--- src/rtl/vspc_pkg.sv ---
// ============================================================================
// vspc_pkg
// Shared types and constants of the composite video sync pulse classifier.
// ============================================================================
package vspc_pkg;

    // Sync tracking states.
    localparam logic [2:0] ST_WAIT  = 3'd0;
    localparam logic [2:0] ST_PRE   = 3'd1;
    localparam logic [2:0] ST_SYNC  = 3'd2;
    localparam logic [2:0] ST_POST  = 3'd3;
    localparam logic [2:0] ST_HSYNC = 3'd4;

    // Video standard codes.
    localparam logic [1:0] STD_UNKNOWN = 2'd0;
    localparam logic [1:0] STD_PAL     = 2'd1;
    localparam logic [1:0] STD_NTSC    = 2'd2;

    // Broad pulse counts that identify the standard.
    localparam logic [7:0] PAL_BROAD  = 8'd5;
    localparam logic [7:0] NTSC_BROAD = 8'd6;

    // First visible line of the second field; the first field starts one earlier.
    localparam logic [9:0] WINDOW_START = 10'd15;

    // Configuration register indexes.
    localparam int unsigned REG_IDX_W = 3;
    localparam logic [REG_IDX_W-1:0] REG_VSYNC_MIN = 3'd0;
    localparam logic [REG_IDX_W-1:0] REG_VSYNC_MAX = 3'd1;
    localparam logic [REG_IDX_W-1:0] REG_HSYNC_MIN = 3'd2;
    localparam logic [REG_IDX_W-1:0] REG_SHORT_MAX = 3'd3;
    localparam logic [REG_IDX_W-1:0] REG_HSYNC_MAX = 3'd4;
    localparam logic [REG_IDX_W-1:0] REG_BROAD_MIN = 3'd5;
    localparam logic [REG_IDX_W-1:0] REG_BROAD_MAX = 3'd6;

    // Threshold set seen by the classifier.
    typedef struct packed {
        logic [15:0] vsync_min;
        logic [15:0] vsync_max;
        logic [15:0] hsync_min;
        logic [15:0] short_max;
        logic [15:0] hsync_max;
        logic [15:0] broad_min;
        logic [15:0] broad_max;
    } t_cfg;

    // One result transaction.
    typedef struct packed {
        logic [2:0]  sync_state;
        logic        second_field;
        logic [1:0]  video_mode;
        logic [9:0]  field_line;
        logic [15:0] frame_line;
        logic [9:0]  visible_line;
        logic        start_pixels;
        logic        fill_request;
        logic        fill_buffer;
        logic        frame_start;
        logic        pulse_error;
        logic [15:0] error_total;
    } t_result;

endpackage

--- src/rtl/vspc_if.sv ---
// ============================================================================
// vspc_if
// Valid/ready channels for comparator edges and for classifier results.
// ============================================================================
interface vspc_edge_if;
    logic        valid;
    logic        ready;
    logic [15:0] capture_time;
    logic        falling_edge;

    modport source (output valid, capture_time, falling_edge, input ready);
    modport sink   (input valid, capture_time, falling_edge, output ready);
    modport monitor (input valid, ready, capture_time, falling_edge);
endinterface

interface vspc_result_if;
    logic        valid;
    logic        ready;
    logic [2:0]  sync_state;
    logic        second_field;
    logic [1:0]  video_mode;
    logic [9:0]  field_line;
    logic [15:0] frame_line;
    logic [9:0]  visible_line;
    logic        start_pixels;
    logic        fill_request;
    logic        fill_buffer;
    logic        frame_start;
    logic        pulse_error;
    logic [15:0] error_total;

    modport source (
        output valid, sync_state, second_field, video_mode, field_line, frame_line,
               visible_line, start_pixels, fill_request, fill_buffer, frame_start,
               pulse_error, error_total,
        input  ready
    );
    modport sink (
        input  valid, sync_state, second_field, video_mode, field_line, frame_line,
               visible_line, start_pixels, fill_request, fill_buffer, frame_start,
               pulse_error, error_total,
        output ready
    );
    modport monitor (
        input valid, ready, sync_state, second_field, video_mode, field_line, frame_line,
              visible_line, start_pixels, fill_request, fill_buffer, frame_start,
              pulse_error, error_total
    );
endinterface

--- src/rtl/vspc_apb_regs.sv ---
// ============================================================================
// vspc_apb_regs
// APB register file holding the pulse length thresholds.
// ============================================================================
module vspc_apb_regs (
    input  logic               i_clk,
    input  logic               i_rst_n,
    input  logic               psel,
    input  logic               penable,
    input  logic               pwrite,
    input  logic [4:0]         paddr,
    input  logic [31:0]        pwdata,
    output logic [31:0]        prdata,
    output logic               pready,
    output vspc_pkg::t_cfg     o_cfg
);

    vspc_pkg::t_cfg r_cfg;
    logic [vspc_pkg::REG_IDX_W-1:0] reg_idx;
    logic wr_en;
    logic [15:0] rd_val;

    assign pready  = 1'b1;
    assign reg_idx = paddr[4:2];
    assign wr_en   = psel & penable & pwrite & pready;

    // Register writes in the access phase.
    always_ff @(posedge i_clk) begin
        if (!i_rst_n) begin
            r_cfg.vsync_min <= 16'd1280;
            r_cfg.vsync_max <= 16'd2292;
            r_cfg.hsync_min <= 16'd320;
            r_cfg.short_max <= 16'd280;
            r_cfg.hsync_max <= 16'd480;
            r_cfg.broad_min <= 16'd2000;
            r_cfg.broad_max <= 16'd2320;
        end else if (wr_en) begin
            case (reg_idx)
                vspc_pkg::REG_VSYNC_MIN: r_cfg.vsync_min <= pwdata[15:0];
                vspc_pkg::REG_VSYNC_MAX: r_cfg.vsync_max <= pwdata[15:0];
                vspc_pkg::REG_HSYNC_MIN: r_cfg.hsync_min <= pwdata[15:0];
                vspc_pkg::REG_SHORT_MAX: r_cfg.short_max <= pwdata[15:0];
                vspc_pkg::REG_HSYNC_MAX: r_cfg.hsync_max <= pwdata[15:0];
                vspc_pkg::REG_BROAD_MIN: r_cfg.broad_min <= pwdata[15:0];
                vspc_pkg::REG_BROAD_MAX: r_cfg.broad_max <= pwdata[15:0];
                default: ;
            endcase
        end
    end

    // Read-back mux; unmapped addresses read as zero.
    always_comb begin
        case (reg_idx)
            vspc_pkg::REG_VSYNC_MIN: rd_val = r_cfg.vsync_min;
            vspc_pkg::REG_VSYNC_MAX: rd_val = r_cfg.vsync_max;
            vspc_pkg::REG_HSYNC_MIN: rd_val = r_cfg.hsync_min;
            vspc_pkg::REG_SHORT_MAX: rd_val = r_cfg.short_max;
            vspc_pkg::REG_HSYNC_MAX: rd_val = r_cfg.hsync_max;
            vspc_pkg::REG_BROAD_MIN: rd_val = r_cfg.broad_min;
            vspc_pkg::REG_BROAD_MAX: rd_val = r_cfg.broad_max;
            default:                 rd_val = 16'd0;
        endcase
    end

    assign prdata = {16'd0, rd_val};
    assign o_cfg  = r_cfg;

endmodule

--- src/rtl/vspc_classifier.sv ---
// ============================================================================
// vspc_classifier
// Pulse classification and sync state tracking for one edge per cycle.
// ============================================================================
module vspc_classifier #(
    parameter int PAL_LINES_SHOWN  = 288,
    parameter int NTSC_LINES_SHOWN = 240
) (
    input  logic                i_clk,
    input  logic                i_rst_n,
    input  logic                i_en,
    input  vspc_pkg::t_cfg      i_cfg,
    input  logic [15:0]         i_capture_time,
    input  logic                i_falling_edge,
    output vspc_pkg::t_result   o_result
);

    localparam logic [9:0] PAL_SPAN  = 10'(PAL_LINES_SHOWN - 1);
    localparam logic [9:0] NTSC_SPAN = 10'(NTSC_LINES_SHOWN - 1);

    logic [15:0] r_prev_capture, n_prev_capture;
    logic [15:0] r_prev_length,  n_prev_length;
    logic [2:0]  r_status,       n_status;
    logic        r_second,       n_second;
    logic [1:0]  r_mode,         n_mode;
    logic [7:0]  r_broad_count,  n_broad_count;
    logic [9:0]  r_line,         n_line;
    logic [15:0] r_line_total,   n_line_total;
    logic [9:0]  r_vis_index,    n_vis_index;
    logic        r_next_vis,     n_next_vis;
    logic [9:0]  r_first_vis,    n_first_vis;
    logic [9:0]  r_last_vis,     n_last_vis;
    logic        r_buffer_sel,   n_buffer_sel;
    logic [15:0] r_error_count,  n_error_count;

    logic [15:0] pulse_len;
    logic [9:0]  window_first;
    logic        start_px;
    logic        fill_req;
    logic        fstart;
    logic        err;

    assign pulse_len    = i_capture_time - r_prev_capture;
    // The first field of a frame opens its window one line earlier.
    assign window_first = r_second ? vspc_pkg::WINDOW_START
                                   : vspc_pkg::WINDOW_START - 10'd1;

    // Next-state logic for one edge.
    always_comb begin
        n_prev_capture = i_capture_time;
        n_prev_length  = pulse_len;
        n_status       = r_status;
        n_second       = r_second;
        n_mode         = r_mode;
        n_broad_count  = r_broad_count;
        n_line         = r_line;
        n_line_total   = r_line_total;
        n_vis_index    = r_vis_index;
        n_next_vis     = r_next_vis;
        n_first_vis    = r_first_vis;
        n_last_vis     = r_last_vis;
        n_buffer_sel   = r_buffer_sel;
        start_px       = 1'b0;
        fill_req       = 1'b0;
        fstart         = 1'b0;
        err            = 1'b0;

        if (i_falling_edge) begin
            // Half-line gap after normal line: field type, else wait.
            if (pulse_len > i_cfg.vsync_min && pulse_len < i_cfg.vsync_max &&
                r_prev_length > i_cfg.hsync_min) begin
                case (r_mode)
                    vspc_pkg::STD_PAL:  n_second = 1'b1;
                    vspc_pkg::STD_NTSC: n_second = 1'b0;
                    default:            n_status = vspc_pkg::ST_WAIT;
                endcase
            end
        end else if (pulse_len < i_cfg.short_max) begin
            // Equalizing pulse.
            case (r_status)
                vspc_pkg::ST_WAIT, vspc_pkg::ST_HSYNC: begin
                    n_status = vspc_pkg::ST_PRE;
                end
                vspc_pkg::ST_PRE, vspc_pkg::ST_POST: begin
                end
                vspc_pkg::ST_SYNC: begin
                    n_status = vspc_pkg::ST_POST;
                    if (r_broad_count == vspc_pkg::PAL_BROAD) begin
                        n_mode      = vspc_pkg::STD_PAL;
                        n_first_vis = window_first;
                        n_last_vis  = window_first + PAL_SPAN;
                    end else if (r_broad_count == vspc_pkg::NTSC_BROAD) begin
                        n_mode      = vspc_pkg::STD_NTSC;
                        n_first_vis = window_first;
                        n_last_vis  = window_first + NTSC_SPAN;
                    end
                end
                default: begin
                    err = 1'b1;
                end
            endcase
        end else if (pulse_len < i_cfg.hsync_max) begin
            // Horizontal sync: start pixels for a line marked visible.
            if (r_next_vis) begin
                start_px    = 1'b1;
                n_vis_index = r_vis_index + 10'd1;
            end
            if (r_status == vspc_pkg::ST_POST || r_status == vspc_pkg::ST_HSYNC) begin
                n_status     = vspc_pkg::ST_HSYNC;
                n_line       = r_line + 10'd1;
                n_line_total = r_line_total + 16'd1;
                n_next_vis   = (n_line >= r_first_vis) && (n_line <= r_last_vis);
                if (n_next_vis) begin
                    n_buffer_sel = ~r_buffer_sel;
                    fill_req     = 1'b1;
                end
            end else begin
                err = 1'b1;
            end
        end else if (pulse_len >= i_cfg.broad_min && pulse_len <= i_cfg.broad_max) begin
            // Broad vertical sync pulse.
            case (r_status)
                vspc_pkg::ST_PRE: begin
                    n_status      = vspc_pkg::ST_SYNC;
                    n_broad_count = 8'd1;
                    if (r_second) begin
                        n_second = 1'b0;
                        fstart   = 1'b1;
                    end else begin
                        n_second = 1'b1;
                    end
                    n_line      = 10'd0;
                    n_vis_index = 10'd0;
                    n_next_vis  = 1'b0;
                end
                vspc_pkg::ST_POST: n_second      = 1'b1;
                vspc_pkg::ST_SYNC: n_broad_count = r_broad_count + 8'd1;
                default: ;
            endcase
        end else begin
            err = 1'b1;
        end

        n_error_count = r_error_count + {15'd0, err};
    end

    // State registers.
    always_ff @(posedge i_clk) begin
        if (!i_rst_n) begin
            r_prev_capture <= 16'd0;
            r_prev_length  <= 16'd0;
            r_status       <= vspc_pkg::ST_WAIT;
            r_second       <= 1'b0;
            r_mode         <= vspc_pkg::STD_UNKNOWN;
            r_broad_count  <= 8'd0;
            r_line         <= 10'd0;
            r_line_total   <= 16'd0;
            r_vis_index    <= 10'd0;
            r_next_vis     <= 1'b0;
            r_first_vis    <= 10'd0;
            r_last_vis     <= 10'd0;
            r_buffer_sel   <= 1'b0;
            r_error_count  <= 16'd0;
        end else if (i_en) begin
            r_prev_capture <= n_prev_capture;
            r_prev_length  <= n_prev_length;
            r_status       <= n_status;
            r_second       <= n_second;
            r_mode         <= n_mode;
            r_broad_count  <= n_broad_count;
            r_line         <= n_line;
            r_line_total   <= n_line_total;
            r_vis_index    <= n_vis_index;
            r_next_vis     <= n_next_vis;
            r_first_vis    <= n_first_vis;
            r_last_vis     <= n_last_vis;
            r_buffer_sel   <= n_buffer_sel;
            r_error_count  <= n_error_count;
        end
    end

    // Result fields reflect the state after this edge.
    always_comb begin
        o_result.sync_state   = n_status;
        o_result.second_field = n_second;
        o_result.video_mode   = n_mode;
        o_result.field_line   = n_line;
        o_result.frame_line   = n_line_total;
        o_result.visible_line = n_vis_index;
        o_result.start_pixels = start_px;
        o_result.fill_request = fill_req;
        o_result.fill_buffer  = n_buffer_sel;
        o_result.frame_start  = fstart;
        o_result.pulse_error  = err;
        o_result.error_total  = n_error_count;
    end

endmodule

--- src/rtl/video_sync_pulse_classifier_top.sv ---
// ============================================================================
// video_sync_pulse_classifier_top
// PAL/NTSC composite sync separator: classifies comparator edges and tracks
// field, line and visible window state.
// ============================================================================
// Each transaction on i_item is one comparator edge and produces exactly one
// result transaction on o_result. The block takes one edge per clock cycle
// unless o_result back-pressure holds it. An accepted edge waits in the input
// register; the classification logic behind it loads the result register
// as the edge leaves, and the result is offered from it. Back-pressure on
// o_result stalls the input side only once both registers are full.
// Thresholds are set over the APB port, one 16-bit register per word, and
// should be written while no edge is in flight.
module video_sync_pulse_classifier_top #(
    parameter int PAL_LINES_SHOWN  = 288,
    parameter int NTSC_LINES_SHOWN = 240
) (
    input  logic                  i_clk,
    input  logic                  i_rst_n,
    vspc_edge_if.sink             i_item,
    vspc_result_if.source         o_result,
    input  logic                  psel,
    input  logic                  penable,
    input  logic                  pwrite,
    input  logic [4:0]            paddr,
    input  logic [31:0]           pwdata,
    output logic [31:0]           prdata,
    output logic                  pready
);

    vspc_pkg::t_cfg    cfg;
    vspc_pkg::t_result next_result;
    vspc_pkg::t_result r_result;

    logic        r_in_valid;
    logic [15:0] r_in_capture;
    logic        r_in_falling;
    logic        r_out_valid;
    logic        advance;
    logic        in_take;

    // Configuration registers.
    vspc_apb_regs u_regs (
        .i_clk   (i_clk),
        .i_rst_n (i_rst_n),
        .psel    (psel),
        .penable (penable),
        .pwrite  (pwrite),
        .paddr   (paddr),
        .pwdata  (pwdata),
        .prdata  (prdata),
        .pready  (pready),
        .o_cfg   (cfg)
    );

    // Pipeline control: the input register moves on whenever the result
    // register is free or being emptied.
    assign advance      = r_in_valid & (~r_out_valid | o_result.ready);
    assign i_item.ready = ~r_in_valid | advance;
    assign in_take      = i_item.valid & i_item.ready;

    always_ff @(posedge i_clk) begin
        if (!i_rst_n) begin
            r_in_valid  <= 1'b0;
            r_out_valid <= 1'b0;
        end else begin
            if (in_take) begin
                r_in_valid <= 1'b1;
            end else if (advance) begin
                r_in_valid <= 1'b0;
            end
            if (advance) begin
                r_out_valid <= 1'b1;
            end else if (o_result.ready) begin
                r_out_valid <= 1'b0;
            end
        end
    end

    // Input register.
    always_ff @(posedge i_clk) begin
        if (in_take) begin
            r_in_capture <= i_item.capture_time;
            r_in_falling <= i_item.falling_edge;
        end
    end

    // Classification and state update.
    vspc_classifier #(
        .PAL_LINES_SHOWN  (PAL_LINES_SHOWN),
        .NTSC_LINES_SHOWN (NTSC_LINES_SHOWN)
    ) u_classifier (
        .i_clk          (i_clk),
        .i_rst_n        (i_rst_n),
        .i_en           (advance),
        .i_cfg          (cfg),
        .i_capture_time (r_in_capture),
        .i_falling_edge (r_in_falling),
        .o_result       (next_result)
    );

    // Result register.
    always_ff @(posedge i_clk) begin
        if (advance) begin
            r_result <= next_result;
        end
    end

    assign o_result.valid        = r_out_valid;
    assign o_result.sync_state   = r_result.sync_state;
    assign o_result.second_field = r_result.second_field;
    assign o_result.video_mode   = r_result.video_mode;
    assign o_result.field_line   = r_result.field_line;
    assign o_result.frame_line   = r_result.frame_line;
    assign o_result.visible_line = r_result.visible_line;
    assign o_result.start_pixels = r_result.start_pixels;
    assign o_result.fill_request = r_result.fill_request;
    assign o_result.fill_buffer  = r_result.fill_buffer;
    assign o_result.frame_start  = r_result.frame_start;
    assign o_result.pulse_error  = r_result.pulse_error;
    assign o_result.error_total  = r_result.error_total;

endmodule

--- src/flat_wrapper.sv ---
// flat-port wrapper written by rule: the top's interface ports become plain ports
module video_sync_pulse_classifier_top_flat 
#(
    parameter int PAL_LINES_SHOWN  = 288,
    parameter int NTSC_LINES_SHOWN = 240
)
  (i_clk, i_rst_n, psel, penable, pwrite, paddr, pwdata, prdata, pready, i_item_valid, i_item_capture_time, i_item_falling_edge, i_item_ready, o_result_valid, o_result_sync_state, o_result_second_field, o_result_video_mode, o_result_field_line, o_result_frame_line, o_result_visible_line, o_result_start_pixels, o_result_fill_request, o_result_fill_buffer, o_result_frame_start, o_result_pulse_error, o_result_error_total, o_result_ready);
  vspc_edge_if i_item_i ();
  vspc_result_if o_result_i ();
  input  logic i_clk;
  input  logic i_rst_n;
  input  logic psel;
  input  logic penable;
  input  logic pwrite;
  input  logic [4:0] paddr;
  input  logic [31:0] pwdata;
  output logic [31:0] prdata;
  output logic pready;
  input wire logic [$bits(i_item_i.valid)-1:0] i_item_valid;
  input wire logic [$bits(i_item_i.capture_time)-1:0] i_item_capture_time;
  input wire logic [$bits(i_item_i.falling_edge)-1:0] i_item_falling_edge;
  output wire logic [$bits(i_item_i.ready)-1:0] i_item_ready;
  output wire logic [$bits(o_result_i.valid)-1:0] o_result_valid;
  output wire logic [$bits(o_result_i.sync_state)-1:0] o_result_sync_state;
  output wire logic [$bits(o_result_i.second_field)-1:0] o_result_second_field;
  output wire logic [$bits(o_result_i.video_mode)-1:0] o_result_video_mode;
  output wire logic [$bits(o_result_i.field_line)-1:0] o_result_field_line;
  output wire logic [$bits(o_result_i.frame_line)-1:0] o_result_frame_line;
  output wire logic [$bits(o_result_i.visible_line)-1:0] o_result_visible_line;
  output wire logic [$bits(o_result_i.start_pixels)-1:0] o_result_start_pixels;
  output wire logic [$bits(o_result_i.fill_request)-1:0] o_result_fill_request;
  output wire logic [$bits(o_result_i.fill_buffer)-1:0] o_result_fill_buffer;
  output wire logic [$bits(o_result_i.frame_start)-1:0] o_result_frame_start;
  output wire logic [$bits(o_result_i.pulse_error)-1:0] o_result_pulse_error;
  output wire logic [$bits(o_result_i.error_total)-1:0] o_result_error_total;
  input wire logic [$bits(o_result_i.ready)-1:0] o_result_ready;
  assign i_item_i.valid = i_item_valid;
  assign i_item_i.capture_time = i_item_capture_time;
  assign i_item_i.falling_edge = i_item_falling_edge;
  assign i_item_ready = i_item_i.ready;
  assign o_result_valid = o_result_i.valid;
  assign o_result_sync_state = o_result_i.sync_state;
  assign o_result_second_field = o_result_i.second_field;
  assign o_result_video_mode = o_result_i.video_mode;
  assign o_result_field_line = o_result_i.field_line;
  assign o_result_frame_line = o_result_i.frame_line;
  assign o_result_visible_line = o_result_i.visible_line;
  assign o_result_start_pixels = o_result_i.start_pixels;
  assign o_result_fill_request = o_result_i.fill_request;
  assign o_result_fill_buffer = o_result_i.fill_buffer;
  assign o_result_frame_start = o_result_i.frame_start;
  assign o_result_pulse_error = o_result_i.pulse_error;
  assign o_result_error_total = o_result_i.error_total;
  assign o_result_i.ready = o_result_ready;
  video_sync_pulse_classifier_top #(.PAL_LINES_SHOWN(PAL_LINES_SHOWN), .NTSC_LINES_SHOWN(NTSC_LINES_SHOWN)) u_core (.i_clk(i_clk), .i_rst_n(i_rst_n), .i_item(i_item_i), .o_result(o_result_i), .psel(psel), .penable(penable), .pwrite(pwrite), .paddr(paddr), .pwdata(pwdata), .prdata(prdata), .pready(pready));
endmodule
--- config.mk ---
export PLATFORM = sky130hd
export DESIGN_NAME = video_sync_pulse_classifier_top_flat
export DESIGN_NICKNAME = d
export VERILOG_FILES = /design/src/rtl/vspc_pkg.sv /design/src/rtl/vspc_if.sv /design/src/rtl/vspc_apb_regs.sv /design/src/rtl/vspc_classifier.sv /design/src/rtl/video_sync_pulse_classifier_top.sv /design/src/flat_wrapper.sv
export SDC_FILE = /design/constraint.sdc
export NUM_CORES = 1
export LEC_CHECK = 0
export BUFFER_PORTS_ARGS = -buffer_cell sky130_fd_sc_hd__buf_2
export CAP_MARGIN = 0
export CELL_PAD_IN_SITES_DETAIL_PLACEMENT = 0
export CELL_PAD_IN_SITES_GLOBAL_PLACEMENT = 1
export CORE_MARGIN = 1.5
export CORE_UTILIZATION = 25
export CTS_CLUSTER_SIZE = 20
export DETAILED_ROUTE_END_ITERATION = 10
export GPL_TIMING_DRIVEN = 0
export PLACE_DENSITY_LB_ADDON = 0.1
export SYNTH_ARGS = -nofsm -noshare
export SYNTH_HDL_FRONTEND = slang
export SYNTH_SLANG_ARGS = --single-unit
export TNS_END_PERCENT = 1
--- constraint.sdc ---
create_clock -name i_clk -period 12.1 [get_ports i_clk]
set_input_delay 1.21 -clock i_clk [delete_from_list [all_inputs] [get_ports i_clk]]
set_output_delay 1.21 -clock i_clk [all_outputs]
set_load 0.005 [all_outputs]
# == After elaboration in Yosys (flattened, before gate mapping) ==
# Cells that the tools add are included.
# word_totals
regBits,314
input_bits,61
output_inout_bits,98
wordCells,180
# op_classes
n_addsub,8
magnitude_cmp,9
n_eq_ne,15
mux,67
bitwise,15
n_reduce_logical,29
# op_table
cell,count
$mux 10,16
$pmux 16 s7,1
$mux 16,4
$lt 16x16->1,3
$gt 16x16->1,2
$mux 1,29
$mux 3,8
$add 10x1->10 const B,2
$add 16x1->16,1
$add 16x1->16 const B,1
$eq 8x3->1 const B,2
$ge 16x16->1,1
$le 16x16->1,1
$pmux 8 s2,1
$sub 16x16->16,1
$reduce_and 2->1,7
$eq 3x2->1 const B,4
$eq 3x3->1 const B,4
$reduce_and 6->1,2
$reduce_bool 2->1,6
$add 4x9->10 const B,1
$ge 10x10->1,1
$le 10x10->1,1
$mux 2,5
19 further kinds,39

# == Logic depth before layout (Yosys ltp) ==
# Gate-level depths: netlist of the first run.
# logic_depth
ltp_word,8
mapped_depth,27
depth_no_buf,27

# == By module ==
# From an unflattened synthesis of the first run, not the netlist that was laid out.
# hier_totals
hier_cells,1915
area_unflattened_um2,17518.1
# modules_own_cells
module,n_inst,cells_each,area_per_inst_um2,seq_area_each_um2
vspc_classifier,1,1285,9738.1,2102.0
vspc_apb_regs,1,541,5273.8,2242.2
video_sync_pulse_classifier_top,1,89,2506.2,2442.3

# == Worst setup path after synthesis of the first run ==
# Ideal clock, no wire load.
# synth_timing
path_type,reg-to-reg
start,register u_core.r_in_capture[0]
end,register u_core.u_classifier.r_error_count[14]
setup_time_ps,128
arrival_ps,5298
t_required_ps,11972
setup_slack_ps,6675
stages_incl_launch_ff,27
n_path_buf,0
synth_period_minus_slack_ps,5425
cell_sequence,edfxtp_1 inv_1 ha_1 fa_1 nor2b_1 o31a_1 o211ai_1 a31oi_1 a21o_1 a21oi_1 xnor2_1 ha_1 and4_1 a221oi_2 and3_4 nor4_4 o32ai_1 ha_1 ha_1 nand3_1 nor2_1 and3_1 and3_1 nand3_1 nor3_1 xnor2_1 nor2_1
# synth_rtl
element,line_no,rtl
"start, declared",video_sync_pulse_classifier_top.sv:36,logic [15:0] r_in_capture;
"start signal, assigned",video_sync_pulse_classifier_top.sv:83,r_in_capture <= i_item.capture_time;
"end signal, assigned",vspc_classifier.sv:178,r_error_count <= n_error_count;
"end, declared",vspc_classifier.sv:34,"logic [15:0] r_error_count, n_error_count;"

==> results of run 1 <==
registers in the layout, summed over array words and instances (netlist names), 3 cells and up:
name,flops
u_core.u_classifier.r_prev_length,16
u_core.u_classifier.r_broad_count,8
u_core.o_result.frame_line,16
u_core.u_classifier.r_last_vis,3
u_core.r_in_capture,16
u_core.u_classifier.r_line_total,16
u_core.o_result.error_total,16
u_core.u_regs.o_cfg,112
u_core.u_classifier.r_line,10
u_core.u_classifier.r_error_count,16
u_core.o_result.visible_line,10
u_core.o_result.sync_state,3
u_core.u_classifier.r_status,3
u_core.u_classifier.r_vis_index,10
u_core.o_result.field_line,10
u_core.u_classifier.r_prev_capture,16
layer usage:
layer / track usage, % / vias up / wire length (microns)
met5: 0 / - / 0
met4: 5.84 / 0 / 1830
met3: 2.46 / 94 / 2200
met2: 30.6 / 276 / 29700
met1: 22.8 / 6912 / 28000
li1: - / 7226 / -
per-stage QoR:
| step | util (%) | cell area (sq um) | total power [W] |
|---|---|---|---|
| global placement | 28.0 | 18500 | 0.00153 |
| finish | 30.0 | 19900 | 0.00268 |
| floorplan | - | 16800 | 0.00136 |
| global route | 30.0 | 19900 | 0.00282 |
| CTS | 30.0 | 19900 | 0.00273 |
| detailed placement | 28.1 | 18600 | 0.00153 |
worst min path at each step:
stage          slack (ps)                                     end
2_1_floorplan         440       u_core.u_classifier.r_last_vis[8]
3_3_place_gp          440  u_core.u_classifier.r_prev_capture[14]
3_5_place_dp          450  u_core.u_classifier.r_prev_capture[14]
4_1_cts               450  u_core.u_classifier.r_prev_capture[14]
5_1_grt               470  u_core.u_classifier.r_prev_capture[14]
6_report              460   u_core.u_classifier.r_prev_capture[6]
critical path: stages, from the launching register on:
cell and delay (ps):
edfxtp_1 360, inv_1 50, ha_1 190, fa_1 410, nor2b_1 180, o31a_1 220
o211ai_1 170, a31oi_1 290, a21o_1 170, a21oi_1 130, xnor2_1 850, ha_1 290
nand4_1 160, nor3_2 330, o221a_2 370, o21ai_1 330, o32ai_1 930, ha_1 310
ha_1 220, nand3_1 180, nor2_1 240, and3_1 260, and3_1 240, nand3_1 200
nor3_1 260, xnor2_1 150, nor2_1 50
cells in the final DEF, fill, tap and decap left out, types with 7 or more instances in the layout:
cell type	synthesis	final
a21o_1	8	8
and4_1	7	7
a211oi_1	7	7
o21ai_1	27	27
xnor2_1	35	35
and2_1	9	9
nand4_1	31	31
dfxtp_1	219	219
o21ai_0	57	57
buf_4	19	20
nand2_1	370	370
conb_1	2	17
o22ai_1	7	7
and3_1	21	21
clkbuf_1	70	81
buf_2	11	133
nor3_1	19	19
mux2i_1	25	25
xor2_1	41	41
o211ai_1	43	43
clkbuf_16	0	41
nor2b_1	16	16
nand3_1	63	63
or3_1	14	14
a21oi_1	208	208
edfxtp_1	80	80
inv_1	149	149
a22oi_1	9	9
nand2b_1	7	7
a31oi_1	15	15
ha_1	144	144
nor2_1	103	103
a221o_1	9	9
final cells by class:
| class | count | share of cell area [%] |
|---|---|---|
| plain buffers | 106 | 2.48 |
| clock buffers | 57 | 5.72 |
| repair buffers | 124 | 3.25 |
| flip-flops and latches | 299 | 34.2 |
| inverters | 152 | 2.87 |
| clock inverters | 16 | 0.674 |
| well taps | 864 | 5.45 |
| multi-input cells | 1427 | 45.4 |
cell families after synthesis:
logic type / synth area share, %
other: 0.0447
muxes: 2.43
buffers and inverters: 6.32
adders and majority gates: 10.9
AOI/OAI and AO/OA: 16.1
DFF: 40.4
and+or+nand+nor: 19.9
xor gates and xnor gates: 3.96
power breakdown:
group	total [W]	switching, W	internal [W]
combinational	0.000439	0.000294	0.000145
clock	0.00118	0.000481	0.000695
sequential	0.00107	0.0000123	0.00105
==> impl_metrics.json, run 1 <==
{
  "die_h_microns": 262,
  "crit_path_end_kind": "register",
  "area_growth_syn_to_layout_pct": 18.3,
  "fin_crit_ps": 7690,
  "max_slew_margin_pct": 12.1,
  "die_area_sq_um": 68700,
  "synth_edf_count": 80,
  "clkSinkCount": 299,
  "dp_hpwl_microns": 47100,
  "die_w_microns": 262,
  "vias": 14500,
  "wirelength_microns": 61700,
  "htree_levels": 2,
  "io_buffers": 121,
  "timing.rr.start": "u_core.r_in_capture[0]",
  "outcome": "finished, final reports clean",
  "synth_area_sq_um": 16800,
  "grt_max_degree": 39,
  "grt_pass1_wl_microns": 90100,
  "drc": 0,
  "whs_path_depth": 2,
  "slew_viol_final": 0,
  "multiInputGateArea_sq_um": 9010,
  "layout-drive-gt1-share_pct": 12.0,
  "ant_nets": 0,
  "regArea_sq_um": 6790,
  "cp.required_ps": 12530,
  "grt_pass1_vias": 14000,
  "rsz0062_at_grt": "no",
  "synth_seq_area_share_pct": 40.4,
  "p_leak_nw": 7.53,
  "place_congestion": 0.852,
  "core_area_sq_um": 66100,
  "postSynthAreaPerCell_sq_um": 8.53,
  "pwr_density_cell_nw_per_um2": 135,
  "cts_tree": "done",
  "arrival_ps": 8130,
  "crit_fanout": 9,
  "netlist_instances": 1969,
  "synth_top_area_share_pct": 26.1,
  "antenna_found_initial": 0,
  "post-cts-setup-buffers": 0,
  "routed_via_density": 4.76,
  "grt_overflow": 0,
  "io_pins": 159,
  "synthFlopType": "dfxtp_1",
  "synthTopCellsByArea": "dfxtp_1 26%, edfxtp_1 14%, ha_1 11%, nand2_1 8.3%, a21oi_1 6.2%",
  "grt.total_usage_pct": 17.8,
  "setup_ws_ps": 4410,
  "startpoint": "u_core.r_in_capture[0]",
  "drt_iter0_drc": 831,
  "hold_path_class": "reg -> reg",
  "wl_per_cell_microns": 20.3,
  "fillers": 7094,
  "synth_warnings": 0,
  "synth_commonest_cells": "370 x nand2_1, 219 x dfxtp_1, 208 x a21oi_1",
  "hp-start": "u_core.u_classifier.r_prev_capture[6]",
  "layout.nets": 2356,
  "holdWs_ps": 455,
  "start_util_pct": 25.4,
  "synth-seq-cells": 299,
  "n_antenna_cell": 0,
  "peakVddDrop_mv": 0.0837,
  "cts_root_buf": "clkbuf_16",
  "rows": 94,
  "holdBufCountCts": 0,
  "critPathCapture": "u_core.u_classifier.r_error_count[14]",
  "reg2reg_to": "u_core.u_classifier.r_error_count[14]",
  "max_freq_mhz": 130,
  "ff2ff_path_depth": 26,
  "dp.cells": 2972,
  "ys_types": 91,
  "first_pass_iters": 7,
  "yosysMostFrequentCell": "nand2_1",
  "clk_latency_ps": 570,
  "tightest_slew_ps": 1310,
  "final_cells": 3045,
  "fin_skew_ps": 22.7,
  "final.setup.tns_ps": 0,
  "async_reset_ff_share_pct": 0,
  "finalHoldViolCount": 0,
  "clockBufferDepth": 3,
  "setup_viol_count_final": 0,
  "cts_resized": 0,
  "worstSetupStartpointType": "register",
  "preCtsSetupSlack_ps": 4340,
  "drv_cap": 0,
  "rrSetupSlack_ps": 4410,
  "clk_pin_slew_ps": 50,
  "worst-setup-path-type": "reg -> reg",
  "numCtsBuffers": 40,
  "fin_crit_sh_pct": 63.6,
  "yosys.area.top_type": "dfxtp_1"
}
Note: power is estimated with default switching activity, not from simulation.
==> inputs of run 2 (changes only) <==
ABC_AREA = 1   (was default)
clock period = 6.8 ns   (was 12.1 ns; I/O delays follow)
==> run 2 against run 1 <==
Die area down 2.7%. Sequential power up 83%. First-iteration DRC count up 1.2%. Largest cell class unchanged. Synthesized cell count up 5.5%. Critical endpoint unchanged. Critical path type unchanged.
==> impl_metrics.json, run 2 <==
{
  "p_total_w": 0.00517,
  "drv_cap": 0,
  "synth_edf_count": 80,
  "synth-seq-cells": 299,
  "hold_path_class": "in -> reg",
  "holdBufCountCts": 0,
  "numCtsBuffers": 39,
  "final_cell_mix": "340 x inv_1, 306 x nand2_1, 247 x a21oi_1, 219 x dfxtp_1, 209 x o21ai_0",
  "max_slew_margin_pct": 16.2,
  "clk_latency_ps": 580,
  "yosys.area.top_type": "dfxtp_1",
  "drt_iter0_drc": 841,
  "start_util_pct": 25.3,
  "grt.total_usage_pct": 18.3,
  "core_area_sq_um": 64500,
  "setup_viol_count_final": 0,
  "ant_nets": 0,
  "worst-setup-path-type": "reg -> reg",
  "worstSetupStartpointType": "register",
  "crit_path_end_kind": "register",
  "clockBufferDepth": 3,
  "cts_resized": 8,
  "arrival_ps": 6690,
  "wirelength_microns": 61900,
  "slew_viol_final": 0,
  "cts_root_buf": "clkbuf_16",
  "synth_commonest_cells": "341 x inv_1, 307 x nand2_1, 247 x a21oi_1",
  "cpMaxStageDelayCell": "xor2_2",
  "largest_reg_flops": 112,
  "ys_types": 54,
  "netlist_instances": 2077,
  "grt_overflow": 0,
  "rsz0062_at_grt": "no",
  "clkSinkCount": 299,
  "io_buffers": 123,
  "synth_area_sq_um": 16300,
  "cp.required_ps": 7280,
  "async_reset_ff_share_pct": 0,
  "vias": 14500,
  "crit_path_max_incr_delay_ps": 670,
  "cts_tree": "done",
  "synthTopCellsByArea": "dfxtp_1 27%, edfxtp_1 15%, ha_1 11%, inv_1 7.8%, a21oi_1 7.6%",
  "fin_crit_sh_pct": 91.4,
  "setup_ws_ps": 587,
  "antenna_found_initial": 4,
  "dp_hpwl_microns": 47400,
  "pwr_density_cell_nw_per_um2": 265,
  "area_growth_syn_to_layout_pct": 19.3,
  "grt_max_degree": 65,
  "max_freq_mhz": 161,
  "grt_pass1_wl_microns": 90700,
  "clk_pin_slew_ps": 60,
  "place_congestion": 0.868,
  "synth_top_area_share_pct": 26.9,
  "first_pass_iters": 6,
  "grt_pass1_vias": 13800,
  "tightest_slew_ps": 1260,
  "io_pins": 159,
  "post-cts-setup-buffers": 0,
  "layout.nets": 2464,
  "p_leak_nw": 8.70,
  "preCtsSetupSlack_ps": -240,
  "synthFlopType": "dfxtp_1",
  "synth_seq_area_share_pct": 41.6,
  "layout_commonest_cell": "inv_1",
  "fin_skew_ps": 22.2,
  "outcome": "finished, final reports clean",
  "layout-drive-gt1-share_pct": 11.1,
  "synth_warnings": 0,
  "die_area_sq_um": 66800,
  "routed_via_density": 4.60,
  "peakVddDrop_mv": 0.158,
  "n_antenna_cell": 0,
  "fin_crit_ps": 6210,
  "crit_fanout": 10,
  "wl_per_cell_microns": 19.7,
  "yosysMostFrequentCell": "inv_1",
  "die_h_microns": 259,
  "finalHoldViolCount": 0,
  "drc": 0,
  "die_w_microns": 259,
  "rrSetupSlack_ps": 590,
  "rows": 93,
  "htree_levels": 2,
  "postSynthAreaPerCell_sq_um": 7.86
}
[run 2: cell count changes in the layout (fill, tap and decap cells not counted), sizes merged, moves of 19 or more]
cell    previous run  this run
a21oi            209       247
and3              22         0
inv              154       355
mux2i             25         0
nand2            370       317
nor2             106       152
o211ai            44        16
o21ai             84       224
o22ai              7        26
xnor2             35         5
[run 2: per-layer routing]
| metal | part of all wire [%] | vias to the layer above | GRT usage, % |
|---|---|---|---|
| met5 | 0 | - | 0 |
| met4 | 2.5 | 0 | 5.57 |
| met3 | 4.0 | 72 | 2.38 |
| met2 | 43 | 287 | 28.4 |
| met1 | 50 | 6842 | 26.4 |
| li1 | - | 7254 | - |
[run 2: area by class of cell]
| class | instances | area (sq um) |
|---|---|---|
| flip-flops and latches | 299 | 6790 |
| plain buffers | 85 | 417 |
| clock buffers | 56 | 1070 |
| well taps | 855 | 1070 |
| fillers | 7004 | 45000 |
| inverters | 354 | 1330 |
| repair buffers | 125 | 654 |
| clock inverters | 15 | 186 |
| multi-input cells | 1354 | 7960 |
[run 2: path summary, 6_finish.rpt]
| kind | startpoint | end | depth (start not counted) |
|---|---|---|---|
| min | i_item_capture_time[1] | u_core.r_in_capture[1] | 1 |
| max reg2reg | u_core.r_in_capture[2] | u_core.u_classifier.r_error_count[14] | 28 |
| max | u_core.r_in_capture[2] | u_core.u_classifier.r_error_count[14] | 28 |
| min reg2reg | u_core.u_classifier.r_prev_capture[11] | u_core.u_classifier.r_prev_capture[11] | 2 |
[run 2: kinds of logic (layout without fill, tap and decap cells)]
kind of cell | count (synthesis) | after routing | share of synthesized area [%]
AOI/OAI and AO/OA | 568 | 568 | 19.0
xor gates and xnor gates | 47 | 47 | 2.57
adders and majority gates | 145 | 145 | 11.2
buffers and inverters | 439 | 635 | 10.7
DFF | 299 | 299 | 41.6
muxes | 1 | 1 | 0.0690
other | 2 | 17 | 0.0460
and+or+nand+nor | 576 | 576 | 15.0
[run 2: metrics by stage]
stage | cell area, sq um | hold WS (ps) | instances | TNS (ps) | utilization (%)
final | 19500 | 284 | 3143 | 0 | 30.2
after global routing | 19500 | 259 | 3143 | 0 | 30.2
after CTS | 19400 | 247 | 3142 | 0 | 30.1
after detailed placement | 18100 | 454 | 3071 | -1010 | 28.1
after global placement | 18100 | 448 | 3070 | -903 | 28.0
after floorplan | 16400 | 435 | 2092 | 0 | -
[run 2: critical path, delay by kind of cell, from the launching register on]
kind | cells | cell delay [ps]
XOR/XNOR | 2 | 840
AND/OR/NAND/NOR | 12 | 1850
buffers and inverters | 3 | 540
AO/OA/AOI/OAI | 7 | 1380
flip-flops | 1 | 420
adder cells (fa/ha/maj) | 4 | 1070
[run 2: power by group]
group,total [W],internal [W],leakage [nW],switching (W)
Sequential,0.00196,0.00192,2.55,0.0000432
Combinational,0.00112,0.000354,5.53,0.000769
Clock,0.00209,0.00122,0.611,0.000870
Total,0.00517,0.00349,8.70,0.00168
==> inputs of run 3 (changes only) <==
RECOVER_POWER = 50   (was default)
==> run 3 against run 2 <==
The run now ends with max-capacitance violations, max-slew violations left. Via count is 0.15% lower. Combinational power about the same. Utilization down 0.17 points. Global-route usage unchanged. Critical endpoint unchanged. Largest cell class unchanged.
==> impl_metrics.json, run 3 (synthesized netlist as in run 2, its figures left out) <==
{
  "fillers": 7033,
  "comb_power_share_pct": 21.6,
  "dp_hpwl_microns": 47400,
  "cts_tree": "done",
  "numCtsBuffers": 39,
  "clk_latency_ps": 580,
  "worst-setup-path-type": "reg -> reg",
  "max_slew_margin_pct": -140,
  "cts_root_buf": "clkbuf_16",
  "grt_overflow": 0,
  "holdBufCountCts": 0,
  "final_cell_mix": "346 x inv_1, 306 x nand2_1, 247 x a21oi_1, 219 x dfxtp_1, 209 x o21ai_0",
  "preCtsSetupSlack_ps": -240,
  "wl_per_cell_microns": 19.7,
  "antenna_found_initial": 4,
  "outcome": "complete, but fails checks",
  "grt_pass1_wl_microns": 90700,
  "clkSinkCount": 299,
  "dpl-instance-area_sq_um": 18100,
  "rows": 93,
  "die_h_microns": 259,
  "cpMaxStageDelayCell": "xor2_2",
  "place_congestion": 0.868,
  "p_sw_share_pct": 32.5,
  "grt_pass1_vias": 13800,
  "worst-path-stages": 28,
  "cpLargestDelayFamily": "simple AND/OR/NAND/NOR gates",
  "layout_commonest_cell": "inv_1",
  "fin_area_sq_um": 19400,
  "final_util_pct": 30.0,
  "io_pins": 159,
  "p_int_w": 0.00348,
  "arrival_ps": 6700,
  "critical_path_buf_inv_count": 3,
  "drt_iter0_drc": 889,
  "hold_path_class": "in -> reg",
  "crit_path_max_incr_delay_ps": 670,
  "clockBufferDepth": 3,
  "pwr_density_cell_nw_per_um2": 267,
  "grt.total_usage_pct": 18.3,
  "io_buffers": 123,
  "rsz0062_at_grt": "no",
  "netSwitchingPower_w": 0.00168,
  "fin_crit_sh_pct": 91.5,
  "multiInputGateArea_sq_um": 7940,
  "setup_ws_ps": 577,
  "worstSetupStartpointType": "register",
  "post-cts-setup-buffers": 0,
  "slew_viol_final": 65,
  "max_freq_mhz": 161,
  "peakVddDrop_mv": 0.157,
  "die_w_microns": 259,
  "cp.required_ps": 7280,
  "core_area_sq_um": 64500,
  "crit_fanout": 10,
  "violations": "max-capacitance violations, max-slew violations",
  "whs_path_depth": 1,
  "regArea_sq_um": 6790,
  "htree_levels": 2,
  "clk_pin_slew_ps": 60,
  "largest_reg_flops": 112,
  "area_growth_syn_to_layout_pct": 18.6,
  "pwr-share-seq_pct": 38.0,
  "crit_path_end_kind": "register",
  "layout-drive-gt1-share_pct": 8.39,
  "fin_skew_ps": 22.6,
  "routed_via_density": 4.59,
  "die_area_sq_um": 66800,
  "drc": 0,
  "n_antenna_cell": 0,
  "wirelength_microns": 61800,
  "p_leak_nw": 8.54,
  "fin_crit_ps": 6220,
  "ant_nets": 0,
  "first_pass_iters": 5,
  "start_util_pct": 25.3,
  "finalHoldViolCount": 0,
  "p_clk_share_pct": 40.4,
  "layout.nets": 2464,
  "vias": 14400,
  "final.setup.tns_ps": 0,
  "grt_max_degree": 65,
  "drv_cap": 1,
  "setup_viol_count_final": 0,
  "tightest_slew_ps": 3600,
  "ff2ff_path_depth": 28
}
==> run 3: cell types whose count changed in the layout (fill, tap and decap cells not counted), moves of 3 or more <==
cell,before,now
clkbuf_1,67,120
buf_2,128,79
inv_1,340,346
inv_2,12,6
nor3_1,17,20
nor3_2,6,3
==> run 3: final cells by class <==
cell class	instances	area share, %
clock buffers	56	5.52
clock inverters	15	0.963
flip-flops and latches	299	35.0
repair buffers	125	2.95
well taps	855	5.52
inverters	354	6.87
multi-input cells	1354	41.0
plain buffers	85	2.13
==> run 3: stage by stage <==
| step | hold slack [ps] | power [W] | cells |
|---|---|---|---|
| 2_1_floorplan | 435 | 0.00267 | 2092 |
| 6_report | 284 | 0.00516 | 3143 |
| 3_3_place_gp | 448 | 0.00309 | 3070 |
| 4_1_cts | 247 | 0.00524 | 3142 |
| 5_1_grt | 259 | 0.00545 | 3143 |
| 3_5_place_dp | 454 | 0.00311 | 3071 |
==> run 3: what timing repair did <==
| item | 4_1_cts | 5_1_grt |
|---|---|---|
| gates cloned | 0 | 0 |
| gates resized for setup | 8 | 8 |
| endpoints found under the hold margin | 0 | 0 |
| setup endpoints to repair | 7 | 10 |
==> run 3: final timing paths <==
path	from	endpoint	slack, ps
max	u_core.r_in_capture[2]	u_core.u_classifier.r_error_count[14]	580
min	i_item_capture_time[1]	u_core.r_in_capture[1]	280
max reg2reg	u_core.r_in_capture[2]	u_core.u_classifier.r_error_count[14]	580
min reg2reg	u_core.u_classifier.r_prev_capture[13]	u_core.u_classifier.r_prev_capture[13]	460
==> run 3: power groups by stage <==
stage,Sequential (W),Combinational [W],Clock (W)
6_report,0.00196,0.00111,0.00209
5_1_grt,0.00197,0.00126,0.00222
4_1_cts,0.00196,0.00112,0.00216
3_5_place_dp,0.00200,0.00111,0
3_3_place_gp,0.00200,0.00109,0
2_1_floorplan,0.00199,0.000679,0
==> run 3: per-layer routing <==
metal	GRT usage, %	share of wire [%]
met5	0	0
met4	5.57	2.5
met3	2.38	4.4
met2	28.4	43
met1	26.4	50
